`config.mk`:
```
export PLATFORM = sky130hd
export DESIGN_NAME = radix_digit_writer_unit
export DESIGN_NICKNAME = d
export VERILOG_FILES = /design/src/rtl/rdw_pkg.sv /design/src/rtl/radix_digit_writer_unit.sv
export SDC_FILE = /design/constraint.sdc
export NUM_CORES = 1
export LEC_CHECK = 0
export BUFFER_PORTS_ARGS = -buffer_cell sky130_fd_sc_hd__buf_2
export CORE_ASPECT_RATIO = 1.1
export CORE_MARGIN = 2
export CORE_UTILIZATION = 60
export CTS_BUF_LIST = sky130_fd_sc_hd__clkbuf_16
export DETAILED_ROUTE_END_ITERATION = 16
export PLACE_DENSITY = 0.79
export SLEW_MARGIN = 5
export SYNTH_ARGS = -nofsm -noshare
export SYNTH_HDL_FRONTEND = slang
export SYNTH_SLANG_ARGS = --single-unit
```
`constraint.sdc`:
```
create_clock -name clk -period 3.57 [get_ports clk]
set_clock_uncertainty 0.15 [all_clocks]
set_input_delay 0.1785 -clock clk [delete_from_list [all_inputs] [get_ports clk]]
set_output_delay 0.1785 -clock clk [all_outputs]
set_load 0.05 [all_outputs]
```
`src/rtl/rdw_pkg.sv`:
```
// rdw_pkg: shared constants, types and the control store of the radix digit writer.
// Depends on nothing; imported by radix_digit_writer_unit.
`default_nettype none

package rdw_pkg;

  localparam int VALUE_BITS         = 64;  // width of the value port
  localparam int RADIX_BITS         = 5;
  localparam int DIGIT_BITS         = 4;
  localparam int CHAR_BITS          = 7;
  localparam int DEFAULT_VALUE_WIDTH = 64;
  localparam int DEFAULT_MAX_DIGITS  = 64;

  localparam logic [RADIX_BITS-1:0] RADIX_RESET = 5'd10;
  localparam logic [RADIX_BITS-1:0] RADIX_MIN   = 5'd2;
  localparam logic [RADIX_BITS-1:0] RADIX_MAX   = 5'd16;

  localparam logic [CHAR_BITS-1:0] CHAR_ZERO  = 7'h30;  // '0'
  localparam logic [CHAR_BITS-1:0] CHAR_ALPHA = 7'h37;  // 'A' - 10

  // sequencer step addresses
  typedef enum logic [2:0] {
    ST_IDLE,
    ST_DIV_INIT,
    ST_DIV_STEP,
    ST_STORE,
    ST_EMIT_SETUP,
    ST_READ,
    ST_OUT,
    ST_DONE
  } step_t;

  // jump conditions
  typedef enum logic [2:0] {
    C_NEXT,        // never jump, fall through
    C_ALWAYS,
    C_NO_START,
    C_BIT_MORE,    // division bits remain
    C_DIGIT_MORE,  // quotient nonzero and room for another digit
    C_PTR_MORE     // digits remain to be sent
  } cond_t;

  typedef struct packed {
    logic  load;     // take value when a word is accepted
    logic  clr_rem;  // start a new division
    logic  div;      // one restoring shift-subtract step
    logic  store;    // write remainder, bump digit count
    logic  set_ptr;  // read pointer to most significant digit
    logic  rd;       // registered read of the digit store
    logic  emit;     // drive one result word
    cond_t cond;
    step_t target;
  } cw_t;

  // control store
  function automatic cw_t ucode(input step_t s);
    cw_t w;
    w = '{load: 1'b0, clr_rem: 1'b0, div: 1'b0, store: 1'b0, set_ptr: 1'b0,
          rd: 1'b0, emit: 1'b0, cond: C_NEXT, target: ST_IDLE};
    unique case (s)
      ST_IDLE: begin
        w.load = 1'b1; w.cond = C_NO_START; w.target = ST_IDLE;
      end
      ST_DIV_INIT: begin
        w.clr_rem = 1'b1;
      end
      ST_DIV_STEP: begin
        w.div = 1'b1; w.cond = C_BIT_MORE; w.target = ST_DIV_STEP;
      end
      ST_STORE: begin
        w.store = 1'b1; w.cond = C_DIGIT_MORE; w.target = ST_DIV_INIT;
      end
      ST_EMIT_SETUP: begin
        w.set_ptr = 1'b1;
      end
      ST_READ: begin
        w.rd = 1'b1;
      end
      ST_OUT: begin
        w.emit = 1'b1; w.cond = C_PTR_MORE; w.target = ST_READ;
      end
      ST_DONE: begin
        w.cond = C_ALWAYS; w.target = ST_IDLE;
      end
      default: ;
    endcase
    return w;
  endfunction

  function automatic logic [CHAR_BITS-1:0] glyph(input logic [DIGIT_BITS-1:0] d);
    if (d < 4'd10) return CHAR_ZERO + CHAR_BITS'(d);
    else           return CHAR_ALPHA + CHAR_BITS'(d);
  endfunction

endpackage

`default_nettype wire

```
`src/rtl/radix_digit_writer_unit.sv`:
```
// radix_digit_writer_unit: unsigned integer to ASCII text in base 2..16.
// Depends on rdw_pkg (types, control store, glyph function).
`default_nettype none

// Usage
//   Input: drive value and raise start; the word is taken at a clock edge
//   with start high and busy low. busy stays high until the last digit has
//   been sent.
//   Output: one word per digit, most significant first, each on digit_char
//   for exactly one cycle while digit_valid is high. last_digit marks the
//   final (least significant) digit. The receiver cannot stall.
//   Config: radix_write loads radix_data into the radix register (reset 10);
//   0 and 1 act as 2, 17..31 act as 16. Write only while busy is low.
// Operation
//   A microcoded sequencer drives a bit-serial restoring divider. Each digit
//   comes from one division (one quotient bit per cycle); when all digits
//   are stored, each is read back from the digit store and sent.
//   At most MAX_DIGITS low-order digits are produced.
// Reset
//   Synchronous, active high: sequencer idle, radix back to 10, no strobe.

module radix_digit_writer_unit
  import rdw_pkg::*;
#(
  parameter int VALUE_WIDTH = DEFAULT_VALUE_WIDTH,  // 8..64
  parameter int MAX_DIGITS  = DEFAULT_MAX_DIGITS    // 8..64
) (
  input  wire logic                  clk,
  input  wire logic                  rst,
  // command channel
  input  wire logic                  start,
  output logic                       busy,
  input  wire logic [VALUE_BITS-1:0] value,
  // result channel
  output logic                       digit_valid,
  output logic [CHAR_BITS-1:0]       digit_char,
  output logic                       last_digit,
  // configuration
  input  wire logic                  radix_write,
  input  wire logic [RADIX_BITS-1:0] radix_data
);

  localparam int AW = $clog2(MAX_DIGITS);      // digit store address
  localparam int CW = $clog2(MAX_DIGITS + 1);  // digit count
  localparam int BW = $clog2(VALUE_WIDTH);     // division bit counter

  // sequencer
  step_t upc;
  step_t upc_next;
  cw_t   cw;
  logic  take;

  // datapath
  logic [RADIX_BITS-1:0]  radix;
  logic [RADIX_BITS-1:0]  base;
  logic [VALUE_WIDTH-1:0] quot;      // remaining quotient
  logic [DIGIT_BITS-1:0]  rem;
  logic [BW-1:0]          bcnt;
  logic [CW-1:0]          n;         // digit count
  logic [AW-1:0]          ptr;
  logic [DIGIT_BITS-1:0]  rdata;
  logic [DIGIT_BITS-1:0]  digit_store [MAX_DIGITS];

  logic [RADIX_BITS-1:0]  trial;
  logic                   qbit;
  logic [DIGIT_BITS-1:0]  rem_next;

  assign busy = (upc != ST_IDLE);
  assign cw   = ucode(upc);

  // clamp the base into 2..16
  always_comb begin
    if (radix < RADIX_MIN)      base = RADIX_MIN;
    else if (radix > RADIX_MAX) base = RADIX_MAX;
    else                        base = radix;
  end

  // restoring division step: shift in next dividend bit, try to subtract
  assign trial    = {rem, quot[VALUE_WIDTH-1]};
  assign qbit     = (trial >= base);
  assign rem_next = qbit ? DIGIT_BITS'(trial - base) : trial[DIGIT_BITS-1:0];

  // jump condition and next step
  always_comb begin
    unique case (cw.cond)
      C_NEXT:       take = 1'b0;
      C_ALWAYS:     take = 1'b1;
      C_NO_START:   take = !start;
      C_BIT_MORE:   take = (bcnt != BW'(VALUE_WIDTH - 1));
      C_DIGIT_MORE: take = (quot != '0) && ((n + CW'(1)) < CW'(MAX_DIGITS));
      C_PTR_MORE:   take = (ptr != '0);
      default:      take = 1'b0;
    endcase
    upc_next = take ? cw.target : step_t'(3'(upc + 3'd1));
  end

  // sequencer, control registers and result strobe
  always_ff @(posedge clk) begin
    if (rst) begin
      upc         <= ST_IDLE;
      radix       <= RADIX_RESET;
      digit_valid <= 1'b0;
      n           <= '0;
      quot        <= '0;
    end else begin
      upc         <= upc_next;
      digit_valid <= cw.emit;
      if (radix_write) radix <= radix_data;
      if (cw.load && start) begin
        quot <= value[VALUE_WIDTH-1:0];
        n    <= '0;
      end
      if (cw.div)   quot <= {quot[VALUE_WIDTH-2:0], qbit};
      if (cw.store) n    <= n + CW'(1);
    end
  end

  // datapath registers without reset
  always_ff @(posedge clk) begin
    if (cw.clr_rem) begin
      rem  <= '0;
      bcnt <= '0;
    end
    if (cw.div) begin
      rem  <= rem_next;
      bcnt <= bcnt + BW'(1);
    end
    if (cw.set_ptr) ptr <= AW'(n - CW'(1));
    if (cw.emit) begin
      ptr        <= ptr - AW'(1);
      digit_char <= glyph(rdata);
      last_digit <= (ptr == '0);
    end
  end

  // digit store: one write port, one registered read port
  always_ff @(posedge clk) begin
    if (cw.store) digit_store[n[AW-1:0]] <= rem;
    if (cw.rd)    rdata <= digit_store[ptr];
  end

  // checks
  a_strobe_in_run: assert property (@(posedge clk) disable iff (rst)
    digit_valid |-> busy)
    else $error("result strobe outside a conversion");

  a_last_needs_strobe: assert property (@(posedge clk) disable iff (rst)
    (digit_valid && last_digit) |-> (upc == ST_DONE))
    else $error("final digit not followed by end of run");

  a_accept_starts: assert property (@(posedge clk) disable iff (rst)
    (start && !busy) |=> (upc == ST_DIV_INIT) && (n == '0))
    else $error("accepted word did not start a division");

  a_store_bounded: assert property (@(posedge clk) disable iff (rst)
    n <= CW'(MAX_DIGITS))
    else $error("digit count beyond store depth");

endmodule

`default_nettype wire
```
==> out/qor.yml <==
netlist_area_mm2: 0.0149
timing.final.max_slew_violations: 0
status: "complete, no violations"
power.combinational.fraction_pct: 20.2
ctsLongestPathBuffers: 3
drc: 0
synth_cells: 953
cts_tree: "yes"
syn_nets: 1042
synth-seq-area-share_pct: 68.1
crit_path_end: "rdata[0]"
clkPwrFrac_pct: 31.9
setup.worst_path.start_class: "register"
layout_worst_path_cycle_share_pct: 85.4
timing.max_cap.violations: 0
ys.warnings.count: 0
dp.final_hpwl_mm: 19.9
seq_power_share_pct: 47.9
gp_congestion: 0.809
worstReg2RegStart: "ptr[1]"
ys_seq_elements: 364
async_reset_ff_share_pct: 0
final_hold_viol_count: 0
timing.hold.worst.class: "in -> reg"
final_period_minus_worst_setup_slack_ns: 3.05
fp.dieArea_mm2: 0.0261
initial_core_util_pct: 61.0
cts_made_buffers: 36
crit_required_ns: 3.67
num_io_pins: 83
place_ws_ns: 0.565
worst_reg2reg_endpoint: "rdata[0]"
netlist_top_cells_area: "edfxtp_1 (57%), dfxtp_1 (11%), mux4_2 (6.2%)"
vias: 9525
routedWlPerCell_um: 23.8
drive_gt1_share_pct: 17.9
drt_pre_antenna_iters: 11
setup_repair_after_global_routing_missed_its_margin: "false"
num-nets-final: 1188
cts-resized-gates: 0
p_leak_uw: 0.00607
clock_transition_time_at_the_flip_flop_clock_pins_of_the_worst_setup_and_hold_paths_ns: 0.06
worst_ir_drop_vdd_mv: 0.702
switching_share_pct: 28.9
postSynth.topFlopCell: "edfxtp_1"
post_drt_via_cell_ratio: 6.63
worst_pin_slew_ns: 1.18
timing.critical_path.to_type: "register"
critical_setup_path_kind: "reg -> reg"
setup_failing_eps_final: 0
worst-r2r-cell-count: 6
gr-usage-all-layers_pct: 26.4
post-cts-setup-buffer-count: 0
clock_insertion_delay_worst_skew_ns: 0.51
number_of_buffers_added_to_fix_hold_violations_after_cts: 74
cts-root-buf: "clkbuf_16"
internal_power_contribution_uw: 8340
power_density_mw_per_mm2: 672
crit_start: "ptr[1]"
maximum_number_of_pins_on_one_net_before_global_route_repair: 67
cp.arrival_ns: 3.15
overflow: 0
synth_top_area_cell: "edfxtp_1"
totalWireLength_mm: 34.1
p_sw_uw: 3390
number_of_global_route_vias_before_repair: 9417
clock-sinks: 364
netlist-cell-type-count: 57
fin_tns_setup_ns: 0
synth_edf_count: 284
syn-mean-instance-area_um2: 15.6
fp.coreArea_mm2: 0.0244
grt_first_pass_wirelength_mm: 53.0
placement_rows: 60
count_of_buffers_from_port_buffering: 82
maxSlewHeadroom_pct: 21.3
syn_to_final_growth_pct: 17.3
postLayoutSetupSlackWorst_ns: 0.520
crit_fanout: 24
timing.fmax_mhz: 328
die-width_um: 154
dr.first_iter.drc_count: 1355
layout.core_utilization_pct: 71.5
antenna_left: 0
synthDominantCellAreaShare_pct: 57.3
grt_antenna_before_repair: 0
die_y_um: 169
htree_levels: 2
flop2flop_setup_slack_ns: 0.52
[synthesized netlist by cell type, drive strengths merged, types with 14 or more instances]
library cell	n
dfxtp	80
a21oi	14
clkbuf	44
mux4	64
edfxtp	284
nand2	27
inv	14
buf	21
nor2	162
a222oi	63
nor4	17
a22oi	20
ha	15
[cell usage in the layout, fill, tap and decap left out, types with 4 or more instances in the layout]
| cell | n |
|---|---|
| inv_1 | 19 |
| clkbuf_16 | 38 |
| edfxtp_1 | 284 |
| nand3_1 | 11 |
| nor2b_1 | 8 |
| o21ai_0 | 7 |
| nand2b_1 | 6 |
| o221ai_1 | 6 |
| mux2i_1 | 12 |
| a21oi_1 | 14 |
| clkinv_1 | 7 |
| a222oi_1 | 63 |
| nand2_1 | 27 |
| nor2_1 | 161 |
| bufinv_16 | 4 |
| clkinv_2 | 6 |
| dfxtp_1 | 80 |
| a22oi_1 | 20 |
| dlygate4sd3_1 | 74 |
| nor3_1 | 4 |
| nand4_1 | 7 |
| xnor2_1 | 9 |
| nor4_1 | 16 |
| buf_2 | 82 |
| xor2_1 | 5 |
| a22o_1 | 8 |
| buf_4 | 15 |
| ha_1 | 15 |
| mux4_2 | 41 |
| mux4_1 | 23 |
| a221oi_1 | 8 |
[critical path: stages, from the launching register on]
cell and delay (ns):
edfxtp_1 1.13, buf_4 0.37, mux4_1 0.31, a22oi_1 0.25
nand2_1 0.11, a22oi_1 0.28, o221ai_1 0.16
[routing by layer]
metal	routed length (µm)	GRT usage, %	up-vias
met1	13000	34.6	4698
met3	2590	4.16	99
met4	1200	10.0	0
met5	0	0	-
met2	17300	45.2	573
li1	-	-	4155
[area by class of cell]
class                           count  area, µm²
Tap cell                          310        388
Clock inverter                     26        228
Multi-Input combinational cell    510       4400
Sequential cell                   364      10100
Clock buffer                       38        951
Antenna cell                        1       2.50
Inverter                           14       52.6
Fill cell                        1426       6950
Timing Repair Buffer              173       1300
[through the flow]
step	cells	area (µm²)	total power, µW	hold slack (ns)
finish	1436	17500	11700	0.0903
floorplan	953	14900	7200	0.151
global route	1435	17400	12200	0.115
global placement	1297	15500	7840	0.234
CTS	1435	17400	11700	0.0695
detailed placement	1297	15500	7920	0.239
[registers in the layout (all words and copies together), names as in the netlist]
signal	count
n	7
last_digit	1
digit_char	7
upc	3
radix	5
digit_store	256
rdata	4
rem	4
quot	64
bcnt	6
digit_valid	1
ptr	6
[how the worst min path moves through the flow]
stage	start	to	slack, ns	cells after the start
5_1_grt	start	n[0]	0.11	4
6_report	start	n[0]	0.09	4
3_5_place_dp	radix_data[1]	radix[1]	0.24	2
3_3_place_gp	radix_data[1]	radix[1]	0.23	2
4_1_cts	rst	quot[59]	0.07	2
2_1_floorplan	radix_data[1]	radix[1]	0.15	1
[power by group through the flow]
| stage | clock network, µW | registers, µW | logic, µW |
|---|---|---|---|
| floorplan | 0 | 5820 | 1380 |
| global placement | 0 | 5670 | 2170 |
| detailed placement | 0 | 5680 | 2230 |
| CTS | 3760 | 5600 | 2310 |
| global route | 3940 | 5650 | 2580 |
| finish | 3740 | 5630 | 2370 |
[logic make-up (layout without fill, tap and decap cells)]
| group | count (synthesis) | in the layout | share of synthesized area, % |
|---|---|---|---|
| xor+xnor | 14 | 14 | 0.824 |
| simple gates | 262 | 262 | 7.95 |
| buf+inv | 79 | 251 | 2.56 |
| flops | 364 | 364 | 68.1 |
| other cells | 0 | 1 | 0 |
| mux | 76 | 76 | 11.1 |
| fa+ha+maj | 16 | 16 | 1.40 |
| compound gates | 142 | 142 | 8.11 |
Note: power is estimated with default switching activity, not from simulation.
